`src/rtl/hpq_pkg.sv`:
```
// shared types and constants of the max-heap priority queue
// no dependencies; imported by every other file of the block but hpq_ram
`default_nettype none

package hpq_pkg;

  localparam int unsigned HPQ_CAPACITY  = 64;
  localparam int unsigned HPQ_KEY_WIDTH = 16;
  localparam int unsigned HPQ_QDEPTH    = 2;

  localparam int unsigned PRIO_W   = 16;
  localparam int unsigned TAG_W    = 16;
  localparam int unsigned STATUS_W = 2;

  localparam logic       CMD_INSERT  = 1'b0;
  localparam logic       CMD_EXTRACT = 1'b1;

  localparam logic [STATUS_W-1:0] STATUS_OK    = 2'd0;
  localparam logic [STATUS_W-1:0] STATUS_EMPTY = 2'd1;
  localparam logic [STATUS_W-1:0] STATUS_FULL  = 2'd2;

  // class of a command as the front end decides it
  typedef enum logic [1:0] {
    OP_INSERT,
    OP_EXTRACT,
    OP_ERR_EMPTY,
    OP_ERR_FULL
  } op_e;

  typedef struct packed {
    op_e               op;
    logic [PRIO_W-1:0] prio;
    logic [TAG_W-1:0]  tag;
  } q_item_t;

  typedef struct packed {
    logic    vld;
    q_item_t item;
  } q_word_t;

endpackage

`default_nettype wire

```
`src/rtl/hpq_ram.sv`:
```
// generic simple dual-port ram, one write port and one registered read port
// no dependencies
`default_nettype none

module hpq_ram #(
  parameter int unsigned WIDTH = 32,
  parameter int unsigned DEPTH = 64
) (
  input  wire logic                     clk_i,
  input  wire logic                     we_i,
  input  wire logic [$clog2(DEPTH)-1:0] waddr_i,
  input  wire logic [WIDTH-1:0]         wdata_i,
  input  wire logic [$clog2(DEPTH)-1:0] raddr_i,
  output logic      [WIDTH-1:0]         rdata_o
);

  logic [WIDTH-1:0] mem_q [DEPTH];

  always_ff @(posedge clk_i) begin
    if (we_i) begin
      mem_q[waddr_i] <= wdata_i;
    end
    rdata_o <= mem_q[raddr_i];
  end

endmodule

`default_nettype wire

```
`src/rtl/hpq_fifo.sv`:
```
// short command queue between front end and heap engine
// depends on hpq_pkg for the queued word type
`default_nettype none

module hpq_fifo import hpq_pkg::*; #(
  parameter int unsigned DEPTH = HPQ_QDEPTH
) (
  input  wire logic    clk_i,
  input  wire logic    rst_ni,
  input  wire q_word_t push_i,
  input  wire logic    pop_i,
  output q_word_t      head_o,
  output logic         full_o
);

  localparam int unsigned PW = (DEPTH > 1) ? $clog2(DEPTH) : 1;
  localparam int unsigned CW = $clog2(DEPTH + 1);

  q_item_t         mem_q [DEPTH];
  logic [PW-1:0]   wptr_q, wptr_d, rptr_q, rptr_d;
  logic [CW-1:0]   cnt_q, cnt_d;
  logic            do_push, do_pop;

  assign do_push = push_i.vld && (cnt_q != CW'(DEPTH));
  assign do_pop  = pop_i && (cnt_q != '0);

  always_comb begin
    wptr_d = wptr_q;
    rptr_d = rptr_q;
    cnt_d  = cnt_q;
    if (do_push) begin
      wptr_d = (wptr_q == PW'(DEPTH - 1)) ? '0 : wptr_q + 1'b1;
    end
    if (do_pop) begin
      rptr_d = (rptr_q == PW'(DEPTH - 1)) ? '0 : rptr_q + 1'b1;
    end
    case ({do_push, do_pop})
      2'b10:   cnt_d = cnt_q + 1'b1;
      2'b01:   cnt_d = cnt_q - 1'b1;
      default: cnt_d = cnt_q;
    endcase
  end

  always_ff @(posedge clk_i or negedge rst_ni) begin
    if (!rst_ni) begin
      wptr_q <= '0;
      rptr_q <= '0;
      cnt_q  <= '0;
    end else begin
      wptr_q <= wptr_d;
      rptr_q <= rptr_d;
      cnt_q  <= cnt_d;
    end
  end

  always_ff @(posedge clk_i) begin
    if (do_push) begin
      mem_q[wptr_q] <= push_i.item;
    end
  end

  assign head_o.vld  = (cnt_q != '0);
  assign head_o.item = mem_q[rptr_q];
  assign full_o      = (cnt_q == CW'(DEPTH));

endmodule

`default_nettype wire

```
`src/rtl/hpq_front.sv`:
```
// front end: takes commands and classifies them against a projected fill level
// depends on hpq_pkg
`default_nettype none

module hpq_front import hpq_pkg::*; #(
  parameter int unsigned CAPACITY = HPQ_CAPACITY
) (
  input  wire logic              clk_i,
  input  wire logic              rst_ni,
  input  wire logic              start_i,
  input  wire logic              command_i,
  input  wire logic [PRIO_W-1:0] priority_req_i,
  input  wire logic [TAG_W-1:0]  payload_tag_i,
  input  wire logic              q_full_i,
  output logic                   busy_o,
  output q_word_t                push_o
);

  localparam int unsigned CW = $clog2(CAPACITY + 1);

  logic [CW-1:0] proj_q, proj_d;
  logic          accept;
  op_e           op;

  assign busy_o = q_full_i;
  assign accept = start_i && !q_full_i;

  always_comb begin
    proj_d = proj_q;
    if (command_i == CMD_INSERT) begin
      if (proj_q == CW'(CAPACITY)) begin
        op = OP_ERR_FULL;
      end else begin
        op = OP_INSERT;
        if (accept) proj_d = proj_q + 1'b1;
      end
    end else begin
      if (proj_q == '0) begin
        op = OP_ERR_EMPTY;
      end else begin
        op = OP_EXTRACT;
        if (accept) proj_d = proj_q - 1'b1;
      end
    end
  end

  always_ff @(posedge clk_i or negedge rst_ni) begin
    if (!rst_ni) begin
      proj_q <= '0;
    end else begin
      proj_q <= proj_d;
    end
  end

  assign push_o.vld       = accept;
  assign push_o.item.op   = op;
  assign push_o.item.prio = priority_req_i;
  assign push_o.item.tag  = payload_tag_i;

endmodule

`default_nettype wire

```
`src/rtl/hpq_back.sv`:
```
// heap engine: runs sift-up and sift-down over the heap ram, one result per command
// depends on hpq_pkg and hpq_ram
`default_nettype none

module hpq_back import hpq_pkg::*; #(
  parameter int unsigned CAPACITY  = HPQ_CAPACITY,
  parameter int unsigned KEY_WIDTH = HPQ_KEY_WIDTH
) (
  input  wire logic                           clk_i,
  input  wire logic                           rst_ni,
  input  wire q_word_t                        head_i,
  output logic                                pop_o,
  output logic                                done_o,
  output logic [STATUS_W-1:0]                 status_o,
  output logic [PRIO_W-1:0]                   out_priority_o,
  output logic [TAG_W-1:0]                    out_tag_o,
  output logic [$clog2(CAPACITY + 1)-1:0]     occupancy_o
);

  localparam int unsigned AW = $clog2(CAPACITY);
  localparam int unsigned CW = $clog2(CAPACITY + 1);
  localparam int unsigned EW = KEY_WIDTH + TAG_W;

  typedef enum logic [3:0] {
    ST_IDLE,
    ST_UP_RD,
    ST_UP_CMP,
    ST_PLACE,
    ST_EX_ROOT,
    ST_EX_LAST,
    ST_EX_MOV,
    ST_DN_L,
    ST_DN_R,
    ST_DN_CMP
  } state_e;

  state_e                state_q, state_d;
  logic [AW-1:0]         pos_q, pos_d;
  logic [CW-1:0]         cnt_q, cnt_d;
  logic [KEY_WIDTH-1:0]  mov_key_q, mov_key_d, lft_key_q, lft_key_d;
  logic [TAG_W-1:0]      mov_tag_q, mov_tag_d, lft_tag_q, lft_tag_d;
  logic                  done_q, done_d;
  logic [STATUS_W-1:0]   status_q, status_d;
  logic [PRIO_W-1:0]     opri_q, opri_d;
  logic [TAG_W-1:0]      otag_q, otag_d;

  logic                  ram_we;
  logic [AW-1:0]         ram_waddr, ram_raddr;
  logic [EW-1:0]         ram_wdata, ram_rdata;
  logic [KEY_WIDTH-1:0]  rd_key;
  logic [TAG_W-1:0]      rd_tag;

  logic [AW:0]           left_idx, right_idx, cnt_ext;
  logic                  left_ok, right_ok, use_r;
  logic [AW-1:0]         parent;
  logic [KEY_WIDTH-1:0]  child_key;
  logic [TAG_W-1:0]      child_tag;
  logic [AW-1:0]         child_idx;

  hpq_ram #(
    .WIDTH (EW),
    .DEPTH (CAPACITY)
  ) u_ram (
    .clk_i   (clk_i),
    .we_i    (ram_we),
    .waddr_i (ram_waddr),
    .wdata_i (ram_wdata),
    .raddr_i (ram_raddr),
    .rdata_o (ram_rdata)
  );

  assign rd_key = ram_rdata[EW-1:TAG_W];
  assign rd_tag = ram_rdata[TAG_W-1:0];

  assign left_idx  = {pos_q, 1'b1};
  assign right_idx = left_idx + 1'b1;
  assign cnt_ext   = (AW + 1)'(cnt_q);
  assign left_ok   = left_idx < cnt_ext;
  assign right_ok  = right_idx < cnt_ext;
  assign parent    = AW'((pos_q - 1'b1) >> 1);

  // larger child, left wins ties
  assign use_r     = right_ok && (rd_key > lft_key_q);
  assign child_key = use_r ? rd_key : lft_key_q;
  assign child_tag = use_r ? rd_tag : lft_tag_q;
  assign child_idx = use_r ? right_idx[AW-1:0] : left_idx[AW-1:0];

  always_comb begin
    state_d   = state_q;
    pos_d     = pos_q;
    cnt_d     = cnt_q;
    mov_key_d = mov_key_q;
    mov_tag_d = mov_tag_q;
    lft_key_d = lft_key_q;
    lft_tag_d = lft_tag_q;
    done_d    = 1'b0;
    status_d  = status_q;
    opri_d    = opri_q;
    otag_d    = otag_q;
    pop_o     = 1'b0;
    ram_we    = 1'b0;
    ram_waddr = pos_q;
    ram_wdata = {mov_key_q, mov_tag_q};
    ram_raddr = '0;

    case (state_q)
      ST_IDLE: begin
        if (head_i.vld) begin
          pop_o    = 1'b1;
          status_d = STATUS_OK;
          opri_d   = '0;
          otag_d   = '0;
          case (head_i.item.op)
            OP_ERR_EMPTY: begin
              status_d = STATUS_EMPTY;
              done_d   = 1'b1;
            end
            OP_ERR_FULL: begin
              status_d = STATUS_FULL;
              done_d   = 1'b1;
            end
            OP_INSERT: begin
              mov_key_d = KEY_WIDTH'(head_i.item.prio);
              mov_tag_d = head_i.item.tag;
              cnt_d     = cnt_q + 1'b1;
              pos_d     = AW'(cnt_q);
              if (cnt_q == '0) begin
                ram_we    = 1'b1;
                ram_waddr = '0;
                ram_wdata = {KEY_WIDTH'(head_i.item.prio), head_i.item.tag};
                done_d    = 1'b1;
              end else begin
                state_d = ST_UP_RD;
              end
            end
            OP_EXTRACT: begin
              cnt_d   = cnt_q - 1'b1;
              state_d = ST_EX_ROOT;
            end
            default: begin
              state_d = ST_IDLE;
            end
          endcase
        end
      end
      ST_UP_RD: begin
        ram_raddr = parent;
        state_d   = ST_UP_CMP;
      end
      ST_UP_CMP: begin
        ram_we = 1'b1;
        if (mov_key_q > rd_key) begin
          ram_wdata = ram_rdata;
          pos_d     = parent;
          state_d   = (parent == '0) ? ST_PLACE : ST_UP_RD;
        end else begin
          done_d  = 1'b1;
          state_d = ST_IDLE;
        end
      end
      ST_PLACE: begin
        ram_we  = 1'b1;
        done_d  = 1'b1;
        state_d = ST_IDLE;
      end
      ST_EX_ROOT: begin
        ram_raddr = '0;
        state_d   = ST_EX_LAST;
      end
      ST_EX_LAST: begin
        ram_raddr = AW'(cnt_q);
        opri_d    = PRIO_W'(rd_key);
        otag_d    = rd_tag;
        state_d   = ST_EX_MOV;
      end
      ST_EX_MOV: begin
        mov_key_d = rd_key;
        mov_tag_d = rd_tag;
        pos_d     = '0;
        if (cnt_q == '0) begin
          done_d  = 1'b1;
          state_d = ST_IDLE;
        end else begin
          state_d = ST_DN_L;
        end
      end
      ST_DN_L: begin
        if (left_ok) begin
          ram_raddr = left_idx[AW-1:0];
          state_d   = ST_DN_R;
        end else begin
          ram_we  = 1'b1;
          done_d  = 1'b1;
          state_d = ST_IDLE;
        end
      end
      ST_DN_R: begin
        ram_raddr = right_idx[AW-1:0];
        lft_key_d = rd_key;
        lft_tag_d = rd_tag;
        state_d   = ST_DN_CMP;
      end
      ST_DN_CMP: begin
        ram_we = 1'b1;
        if (child_key > mov_key_q) begin
          ram_wdata = {child_key, child_tag};
          pos_d     = child_idx;
          state_d   = ST_DN_L;
        end else begin
          done_d  = 1'b1;
          state_d = ST_IDLE;
        end
      end
      default: begin
        state_d = ST_IDLE;
      end
    endcase
  end

  always_ff @(posedge clk_i or negedge rst_ni) begin
    if (!rst_ni) begin
      state_q  <= ST_IDLE;
      cnt_q    <= '0;
      done_q   <= 1'b0;
      status_q <= STATUS_OK;
      opri_q   <= '0;
      otag_q   <= '0;
    end else begin
      state_q  <= state_d;
      cnt_q    <= cnt_d;
      done_q   <= done_d;
      status_q <= status_d;
      opri_q   <= opri_d;
      otag_q   <= otag_d;
    end
  end

  always_ff @(posedge clk_i) begin
    pos_q     <= pos_d;
    mov_key_q <= mov_key_d;
    mov_tag_q <= mov_tag_d;
    lft_key_q <= lft_key_d;
    lft_tag_q <= lft_tag_d;
  end

  assign done_o         = done_q;
  assign status_o       = status_q;
  assign out_priority_o = opri_q;
  assign out_tag_o      = otag_q;
  assign occupancy_o    = cnt_q;

endmodule

`default_nettype wire

```
`src/rtl/max_heap_priority_queue_core.sv`:
```
// top level of the binary max-heap priority queue
// depends on hpq_pkg, hpq_front, hpq_fifo, hpq_back (which holds hpq_ram)
//
// a command word (insert of priority and tag, or extract-max) is taken at a
// rising edge with start_i high and busy_o low. every command gives exactly
// one result word, shown for one cycle with done_o high; the receiver cannot
// stall, so results must be sampled on the cycle they appear. results come in
// command order. the front end classifies commands as they arrive (insert into
// a full queue, extract from an empty one) and drops them in a two-word queue;
// busy_o is high only while that queue is full. the heap engine works one
// command at a time on a single ram with one write and one registered read
// port. a taken word waits in that queue until the idle engine pops it. error
// commands touch no ram. an insert climbs: per level it reads the parent and
// compares, moving a smaller parent down, then writes the word where it stops
// or at the root. an extract reads root and last entry, then per level reads
// both children and compares, moving the larger up, until a leaf or no larger
// child ends it with a write. the result is registered and shows in the cycle
// after the engine finishes. the ram is not cleared: unfilled slots go unused.
`default_nettype none

module max_heap_priority_queue_core import hpq_pkg::*; #(
  parameter int unsigned CAPACITY  = HPQ_CAPACITY,
  parameter int unsigned KEY_WIDTH = HPQ_KEY_WIDTH
) (
  input  wire logic                        clk_i,
  input  wire logic                        rst_ni,
  input  wire logic                        start_i,
  output logic                             busy_o,
  input  wire logic                        command_i,
  input  wire logic [PRIO_W-1:0]           priority_req_i,
  input  wire logic [TAG_W-1:0]            payload_tag_i,
  output logic                             done_o,
  output logic [STATUS_W-1:0]              status_o,
  output logic [PRIO_W-1:0]                out_priority_o,
  output logic [TAG_W-1:0]                 out_tag_o,
  output logic [$clog2(CAPACITY + 1)-1:0]  occupancy_o
);

  // queued command words between front end and engine
  q_word_t push_w;
  q_word_t head_w;
  logic    q_full;
  logic    pop;

  // classification uses a projected fill level that runs ahead of the engine
  hpq_front #(
    .CAPACITY (CAPACITY)
  ) u_front (
    .clk_i          (clk_i),
    .rst_ni         (rst_ni),
    .start_i        (start_i),
    .command_i      (command_i),
    .priority_req_i (priority_req_i),
    .payload_tag_i  (payload_tag_i),
    .q_full_i       (q_full),
    .busy_o         (busy_o),
    .push_o         (push_w)
  );

  hpq_fifo #(
    .DEPTH (HPQ_QDEPTH)
  ) u_fifo (
    .clk_i  (clk_i),
    .rst_ni (rst_ni),
    .push_i (push_w),
    .pop_i  (pop),
    .head_o (head_w),
    .full_o (q_full)
  );

  // heap engine, owns the heap ram and the true entry count
  hpq_back #(
    .CAPACITY  (CAPACITY),
    .KEY_WIDTH (KEY_WIDTH)
  ) u_back (
    .clk_i          (clk_i),
    .rst_ni         (rst_ni),
    .head_i         (head_w),
    .pop_o          (pop),
    .done_o         (done_o),
    .status_o       (status_o),
    .out_priority_o (out_priority_o),
    .out_tag_o      (out_tag_o),
    .occupancy_o    (occupancy_o)
  );

endmodule

`default_nettype wire

```
`config.mk`:
```
export PLATFORM = sky130hd
export DESIGN_NAME = max_heap_priority_queue_core
export DESIGN_NICKNAME = d
export VERILOG_FILES = /design/src/rtl/hpq_pkg.sv /design/src/rtl/hpq_ram.sv /design/src/rtl/hpq_fifo.sv /design/src/rtl/hpq_front.sv /design/src/rtl/hpq_back.sv /design/src/rtl/max_heap_priority_queue_core.sv
export SDC_FILE = /design/constraint.sdc
export NUM_CORES = 2
export LEC_CHECK = 0
export ABC_AREA = 1
export ABC_CLOCK_PERIOD_IN_PS = 8400
export BUFFER_PORTS_ARGS = -buffer_cell sky130_fd_sc_hd__buf_2
export CAP_MARGIN = 0
export CORE_ASPECT_RATIO = 1.5
export CORE_UTILIZATION = 63
export CTS_CLUSTER_SIZE = 25
export DETAILED_ROUTE_END_ITERATION = 8
export PLACE_DENSITY_LB_ADDON = 0.05
export SETUP_SLACK_MARGIN = 0.05
export SLEW_MARGIN = 10
export SYNTH_ARGS = -nofsm -noshare
export SYNTH_HDL_FRONTEND = slang
export SYNTH_SLANG_ARGS = --single-unit
```
`constraint.sdc`:
```
create_clock -name clk_i -period 8.4 [get_ports clk_i]
set_clock_uncertainty 0.15 [all_clocks]
set_input_delay 1.26 -clock clk_i [delete_from_list [all_inputs] [get_ports clk_i]]
set_output_delay 1.26 -clock clk_i [all_outputs]
set_load 0.005 [all_outputs]
```
Word-level counts from Yosys, hierarchy flattened
Memory sizes are Yosys's and may differ from the RTL's. A register that Yosys moved wholly into a read port is not among the register bits.
Cells that the tools add are included.
{"block": "word_totals", "regBits": 127, "latchBits": 0, "mem_bits_rw": 2116, "romBits": 0, "out_inout_bits": 43, "wordCells": 149, "memories": 2}
{"name": "u_back.u_ram.mem_q", "depth": 64, "word_bits": 32, "read_ports": 1, "rd_ports_with_merged_regs": 1, "wr": 1, "line_no": "hpq_ram.sv:17", "source": "logic [WIDTH-1:0] mem_q [DEPTH];"}
{"name": "u_fifo.mem_q", "depth": 2, "word_bits": 34, "read_ports": 1, "rd_ports_with_merged_regs": 0, "wr": 1, "line_no": "hpq_fifo.sv:19", "source": "q_item_t mem_q [DEPTH];"}
{"block": "classes", "n_addsub": 10, "multipliers": 0, "div_mod_pow": 0, "order_cmp": 5, "eq_ne": 25, "n_shift": 0, "n_mux": 67, "n_bitwise": 0, "n_reduce_logical": 25}
{"cell": "$mux W32", "count": 5}
{"cell": "$pmux W16 S2", "count": 4}
{"cell": "$mux W16", "count": 7}
{"cell": "$pmux W32 S3", "count": 1}
{"cell": "$mux W6", "count": 10}
{"cell": "$gt A16 B16 Y1", "count": 3}
{"cell": "$pmux W6 S4", "count": 2}
{"cell": "$pmux W4 S9", "count": 1}
{"cell": "$mux W7", "count": 5}
{"cell": "$add A7 B1 Y7 const B", "count": 3}
{"cell": "$eq A4 B3 Y1 const B", "count": 4}
{"cell": "$mux W4", "count": 4}
{"cell": "$mux W1", "count": 15}
{"cell": "$logic_not A7 Y1", "count": 2}
{"cell": "$lt A7 B7 Y1", "count": 2}
{"cell": "$pmux W7 S2", "count": 1}
{"cell": "$sub A7 B1 Y7 const B", "count": 2}
{"cell": "$reduce_and A3 Y1", "count": 4}
{"cell": "$ne A2 B2 Y1 const B", "count": 5}
{"cell": "$reduce_bool A2 Y1", "count": 5}
{"cell": "$eq A2 B2 Y1 const B", "count": 4}
{"cell": "$eq A4 B2 Y1 const B", "count": 2}
{"cell": "$eq A4 B4 Y1 const B", "count": 2}
{"cell": "$mux W2", "count": 4}
{"cell": "25 further kinds", "count": 35}

Logic depth before layout (Yosys ltp)
{"block": "logic_depth", "ltp_word": 7, "ltp_mapped": 33, "depth_no_buf": 30}

By module
A second synthesis with hierarchy kept.
{"block": "hier_totals", "hier_cells": 8155, "hier_area_um2": 94894.8}
{"module": "hpq_ram", "n_inst": 1, "cells_per_inst": 6769, "area_per_inst_um2": 82738.1, "seq_area_each_um2": 62139.6}
{"module": "hpq_back", "n_inst": 1, "cells_per_inst": 1054, "area_per_inst_um2": 8241.7, "seq_area_each_um2": 3253.1}
{"module": "hpq_fifo", "n_inst": 1, "cells_per_inst": 209, "area_per_inst_um2": 3064.2, "seq_area_each_um2": 2142.1}
{"module": "hpq_front", "n_inst": 1, "cells_per_inst": 123, "area_per_inst_um2": 850.8, "seq_area_each_um2": 175.2}

Worst setup path before layout
No wires, ideal clock.
{"block": "synth_path", "path_kind": "reg2reg", "from": "reg u_back.pos_q[1]", "to": "mem u_back.u_ram.mem_q[0][5], data pin", "setup_time_ns": 0.542, "arrival_time_ns": 5.247, "required_ns": 7.708, "setup_slack_ns": 2.461, "stages_incl_launch_ff": 23, "n_path_buf": 2, "synth_period_minus_slack_ns": 5.939, "path_cell_list": "edfxtp_1 -> ha_1 -> nand3_1 -> xor2_1 -> inv_1 -> ha_1 -> nand3_1 -> o21bai_1 -> nand2_1 -> inv_1 -> nand2_1 -> clkbuf_1 -> o21ai_0 -> ha_1 -> nand4_1 -> nor3_1 -> nand2_1 -> nand2_1 -> nand3_1 -> clkinv_1 -> a21oi_1 -> buf_2 -> o211ai_1"}
{"block": "synth_via", "elab_chain_len": 7}
{"item": "start, declared", "line_no": "hpq_back.sv:38", "source": "logic [AW-1:0] pos_q, pos_d;"}
{"item": "start signal, assigned", "line_no": "hpq_back.sv:239", "source": "pos_q <= pos_d;"}
{"item": "$add A7 B1 Y7 (*)", "line_no": "hpq_back.sv:76", "source": "assign right_idx = left_idx + 1'b1;"}
{"item": "$lt A7 B7 Y1 (*)", "line_no": "hpq_back.sv:79", "source": "assign right_ok = right_idx < cnt_ext;"}
{"item": "$logic_and A1 B1 Y1 (*)", "line_no": "hpq_back.sv:83", "source": "assign use_r = right_ok && (rd_key > lft_key_q);"}
{"item": "$mux W16", "line_no": "hpq_back.sv:84", "source": "assign child_key = use_r ? rd_key : lft_key_q;"}
{"item": "$gt A16 B16 Y1", "line_no": "hpq_back.sv:205", "source": "if (child_key > mov_key_q) begin"}
{"item": "$mux W32 (*)", "line_no": "hpq_back.sv:205"}
{"item": "$pmux W32 S3 (*)", "line_no": "hpq_back.sv:106", "source": "case (state_q)"}
{"item": "via u_back.ram_wdata[5]", "line_no": "hpq_back.sv:49", "source": "logic [EW-1:0] ram_wdata, ram_rdata;"}
{"item": "end, declared", "line_no": "hpq_ram.sv:17"}
The timed path passes the listed nets; every way through them passes the cells marked *.

Worst setup path in the final report
{"block": "layout_path", "from": "reg u_back.pos_q[0]", "to": "mem u_back.u_ram.mem_q[68][8], in the netlist u_back.u_ram.mem_q[34][8], data pin"}
The elaborated chain is that of the path after synthesis.

==> impl_metrics.xml <==
<?xml version="1.0" encoding="UTF-8"?>
<metrics>
  <group name="synthesis">
    <metric name="synth-async-reset-ratio" unit="%">2.51</metric>
    <metric name="yosysUniqueCellTypes" unit="">49</metric>
    <metric name="syn-num-nets" unit="">9301</metric>
    <metric name="synth_enable_flop_cells" unit="">2186</metric>
    <metric name="synth.cell_area" unit="um2">99800</metric>
    <metric name="synth.cells.most_frequent" unit="">sky130_fd_sc_hd__nand2_1, sky130_fd_sc_hd__edfxtp_1, sky130_fd_sc_hd__nand3_1</metric>
    <metric name="synth_cells" unit="">9190</metric>
    <metric name="share_of_synthesized_area_occupied_by_flip_flops_and_latches" unit="%">67.8</metric>
    <metric name="syn_avg_cell_area" unit="um2">10.9</metric>
    <metric name="netlist_top_cells_area" unit="">sky130_fd_sc_hd__edfxtp_1, sky130_fd_sc_hd__nand3_1, sky130_fd_sc_hd__nand2_1</metric>
    <metric name="ys.warnings.count" unit="">0</metric>
    <metric name="postSynthRegisterBits" unit="">2275</metric>
    <metric name="synth_largest_area_cell" unit="">sky130_fd_sc_hd__edfxtp_1</metric>
    <metric name="yosysMostFrequentCell" unit="">sky130_fd_sc_hd__nand2_1</metric>
    <metric name="yosys_top_cell_area_share" unit="%">65.8</metric>
    <metric name="yosys_most_used_dff" unit="">sky130_fd_sc_hd__edfxtp_1</metric>
  </group>
  <group name="placement">
    <metric name="numPlacedInstances" unit="">10900</metric>
    <metric name="placement.io_buffers" unit="">78</metric>
    <metric name="dp.final_hpwl" unit="mm">165</metric>
    <metric name="routabilityCongestion" unit="">0.919</metric>
  </group>
  <group name="floorplanning">
    <metric name="initial_cell_density_of_the_core" unit="%">63.6</metric>
    <metric name="die_y" unit="um">490</metric>
    <metric name="fp.dieArea" unit="um2">160000</metric>
    <metric name="floorplan.io_pins" unit="">79</metric>
    <metric name="core_area" unit="um2">157000</metric>
    <metric name="die_w" unit="um">327</metric>
    <metric name="core.rowCount" unit="">178</metric>
  </group>
  <group name="worst_setup_path">
    <metric name="timing.critical_path.arrival" unit="ps">7210</metric>
    <metric name="rrSetupSlack" unit="ps">1470</metric>
    <metric name="worst-path-max-fanout" unit="">64</metric>
    <metric name="cpLargestDelayFamily" unit="">simple AND/OR/NAND/NOR gates</metric>
    <metric name="critical_path.most_common_cell" unit="">sky130_fd_sc_hd__nand2_1</metric>
    <metric name="worstSetupPathType" unit="">reg2reg</metric>
    <metric name="cpMaxStageDelayCell" unit="">sky130_fd_sc_hd__clkinv_1</metric>
    <metric name="required" unit="ps">8680</metric>
    <metric name="timing.critical_path.cells" unit="">inv_2, ha_1, ha_1, nand3_1, a21oi_1, o21bai_1, nand2_1, inv_1, nand2_2, o21ai_0, ha_1, nand4_1, nor3_1, nand2_1, nand2_1, nand2_1, nand2_1, nand2_1, nor2_1, clkinv_1, nand2_1, o211ai_1, buf_4</metric>
    <metric name="timing.critical_path.to_type" unit="">flip-flop</metric>
    <metric name="timing.critical_path.from_type" unit="">flip-flop</metric>
    <metric name="timing.critical_path.buf_inv" unit="">4</metric>
    <metric name="crit_path_max_incr_delay" unit="ps">680</metric>
  </group>
  <group name="drt">
    <metric name="drt-pass1-iter-count" unit="">7</metric>
    <metric name="viasPerCell" unit="">6.27</metric>
    <metric name="drcViolationCount" unit="">0</metric>
    <metric name="wire_per_inst" unit="um">26.8</metric>
    <metric name="routed_wirelength" unit="mm">304</metric>
    <metric name="dr_vias" unit="">71000</metric>
    <metric name="drt.antenna.violating_nets" unit="">0</metric>
    <metric name="drt_iter0_drc" unit="">9471</metric>
  </group>
  <group name="clock_network">
    <metric name="cts_resized" unit="">0</metric>
    <metric name="htreeDepth" unit="">4</metric>
    <metric name="worstSkewPairLatency" unit="ps">850</metric>
    <metric name="clock_sink_count" unit="">2275</metric>
    <metric name="cts_hold_repair.buffers" unit="">0</metric>
    <metric name="postCtsSetupRepairBufs" unit="">0</metric>
    <metric name="cts_tree" unit="">done</metric>
    <metric name="path_clk_slew" unit="ps">70</metric>
    <metric name="max-clock-path-buffers" unit="">3</metric>
    <metric name="ctsRootBufferMaster" unit="">sky130_fd_sc_hd__clkbuf_16</metric>
    <metric name="numCtsBuffers" unit="">204</metric>
  </group>
  <group name="power_and_ir_drop">
    <metric name="static-leakage-power" unit="uW">0.0421</metric>
    <metric name="peakVddDrop" unit="uV">464</metric>
    <metric name="power_density" unit="nW/um2">408</metric>
  </group>
  <group name="sta">
    <metric name="highest_attainable_clock_frequency" unit="GHz">0.144</metric>
    <metric name="rsz0062_at_grt" unit="">false</metric>
    <metric name="crit_share_post_route" unit="%">82.4</metric>
    <metric name="relSlewSlack" unit="%">14.3</metric>
    <metric name="final-hold-violation-count" unit="">0</metric>
    <metric name="period_needed" unit="ps">6930</metric>
    <metric name="worstMarginPinSlew" unit="ps">1280</metric>
    <metric name="drv_slew" unit="">0</metric>
    <metric name="setup_tns_final" unit="ps">0</metric>
    <metric name="setup_viol" unit="">0</metric>
    <metric name="hold_ws" unit="ps">308</metric>
  </group>
  <group name="worst_hold_path">
    <metric name="min-delay-path-class" unit="">reg2reg</metric>
  </group>
  <group name="grt">
    <metric name="grt_antenna_before_repair" unit="">9</metric>
    <metric name="globalRouteOverflowTotal" unit="">0</metric>
    <metric name="grt_max_degree" unit="">177</metric>
    <metric name="gr-usage-all-layers" unit="%">38.0</metric>
    <metric name="first_global_vias" unit="">67900</metric>
    <metric name="global_route_wire_length_before_repair" unit="mm">442</metric>
  </group>
  <group name="outcome">
    <metric name="run_status" unit="">finished, final reports clean</metric>
  </group>
  <group name="cells_and_area">
    <metric name="layout-area-overhead-vs-synth" unit="%">9.03</metric>
    <metric name="final_nets" unit="">9192</metric>
    <metric name="ratio_of_cells_with_drive_above_1_in_the_final_layout" unit="%">7.51</metric>
    <metric name="fillers" unit="">11300</metric>
    <metric name="layoutNonFillerInstCount" unit="">11300</metric>
  </group>
  <group name="run">
    <metric name="maxCapViolCount" unit="">0</metric>
  </group>
</metrics>
==> area by class of cell <==
| type | count | area, um2 | share of cell area [%] |
|---|---|---|---|
| Inverter | 788 | 2990 | 2.75 |
| Clock inverter | 103 | 796 | 0.731 |
| Timing Repair Buffer | 268 | 2100 | 1.93 |
| Sequential cell | 2275 | 67700 | 62.2 |
| Clock buffer | 275 | 5610 | 5.15 |
| Tap cell | 2070 | 2590 | 2.38 |
| Antenna cell | 4 | 10.0 | 0.00920 |
| Multi-Input combinational cell | 5544 | 27000 | 24.8 |
==> through the flow <==
stage / setup slack (ps) / cell area, um2 / utilization [%] / total power (uW)
final: 1470 / 109000 / 69.3 / 44400
after global routing: 1100 / 109000 / 69.3 / 46100
after CTS: 1580 / 109000 / 69.3 / 44100
after detailed placement: 1630 / 102000 / 65.2 / 35100
after global placement: 1640 / 102000 / 65.2 / 34700
after floorplan: 2460 / 99800 / - / 28100
==> where the power goes <==
part	switching, uW	internal [uW]
clock	4120	4990
sequential	440	16500
combinational	14100	4170
total	18700	25700
==> layer usage <==
metal,global-route usage (%),routed length (um),up-vias,share of wire [%]
met3,5.62,31900,809,11
met5,0,36,-,0.012
met2,60.2,142000,4363,47
met4,21.6,18700,6,6.2
met1,50.5,111000,34500,37
li1,-,-,31300,-
==> worst reg2reg max path: stages (launching register included) <==
cell and delay (ps):
sky130_fd_sc_hd__edfxtp_1 610, sky130_fd_sc_hd__inv_2 210, sky130_fd_sc_hd__ha_1 430, sky130_fd_sc_hd__ha_1 330, sky130_fd_sc_hd__nand3_1 80, sky130_fd_sc_hd__a21oi_1 170
sky130_fd_sc_hd__o21bai_1 80, sky130_fd_sc_hd__nand2_1 70, sky130_fd_sc_hd__inv_1 50, sky130_fd_sc_hd__nand2_2 630, sky130_fd_sc_hd__o21ai_0 290, sky130_fd_sc_hd__ha_1 370
sky130_fd_sc_hd__nand4_1 150, sky130_fd_sc_hd__nor3_1 300, sky130_fd_sc_hd__nand2_1 90, sky130_fd_sc_hd__nand2_1 100, sky130_fd_sc_hd__nand2_1 60, sky130_fd_sc_hd__nand2_1 60
sky130_fd_sc_hd__nand2_1 400, sky130_fd_sc_hd__nor2_1 380, sky130_fd_sc_hd__clkinv_1 680, sky130_fd_sc_hd__nand2_1 260, sky130_fd_sc_hd__o211ai_1 110, sky130_fd_sc_hd__buf_4 290
==> worst paths after layout <==
path,from,endpoint,cells after the start
worst max-delay path,u_back.pos_q[0]$_DFFE_PP_,u_back.u_ram.mem_q[34][8]$_DFFE_PP_,23
worst min-delay path,u_back.u_ram.rdata_o[5]$_DFF_P_,u_back.lft_tag_q[5]$_DFFE_PN_,0
worst max register to register,u_back.pos_q[0]$_DFFE_PP_,u_back.u_ram.mem_q[34][8]$_DFFE_PP_,23
worst min register to register,u_back.u_ram.rdata_o[5]$_DFF_P_,u_back.lft_tag_q[5]$_DFFE_PN_,0
max in group asynchronous,rst_ni,u_front.proj_q[2]$_DFFE_PN0P_,2
min in group asynchronous,rst_ni,u_back.out_priority_o[15]$_DFFE_PN0P_,2
==> state kept, by name, indices dropped and copies added, names as in the netlist, 2 cells and up <==
register / cells
u_back.lft_key_q: 16
u_back.lft_tag_q: 16
u_back.mov_key_q: 16
u_back.mov_tag_q: 16
u_back.occupancy_o: 7
u_back.out_priority_o: 16
u_back.out_tag_o: 16
u_back.pos_q: 6
u_back.state_q: 4
u_back.status_o: 2
u_back.u_ram.mem_q: 2048
u_back.u_ram.rdata_o: 32
u_fifo.cnt_q: 2
u_fifo.mem_q: 68
u_front.proj_q: 7
==> cell families (layout without fill, tap and decap cells) <==
group	Yosys count	count (layout)	share of synthesized area [%]
and+or+nand+nor	5193	5193	23.9
DFF	2275	2275	67.8
buffers and inverters	1371	1434	5.77
AOI/OAI and AO/OA	245	245	1.30
muxes	12	12	0.120
other	0	4	0
adders and majority gates	75	75	0.955
xor gates and xnor gates	19	19	0.174
==> cell usage in the layout (no fill, tap or decap), drive strengths merged, types with 20 or more instances in the layout <==
| cell | count |
|---|---|
| nand3b | 417 |
| ha | 73 |
| inv | 795 |
| edfxtp | 2186 |
| dfrtp | 57 |
| buf | 268 |
| clkbuf | 275 |
| nand3 | 1968 |
| a21oi | 63 |
| nor2 | 170 |
| dfxtp | 32 |
| or2 | 20 |
| nand4 | 41 |
| o21ai | 153 |
| nand2 | 2562 |
| clkinv | 82 |
Note: power is estimated with default switching activity, not from simulation.
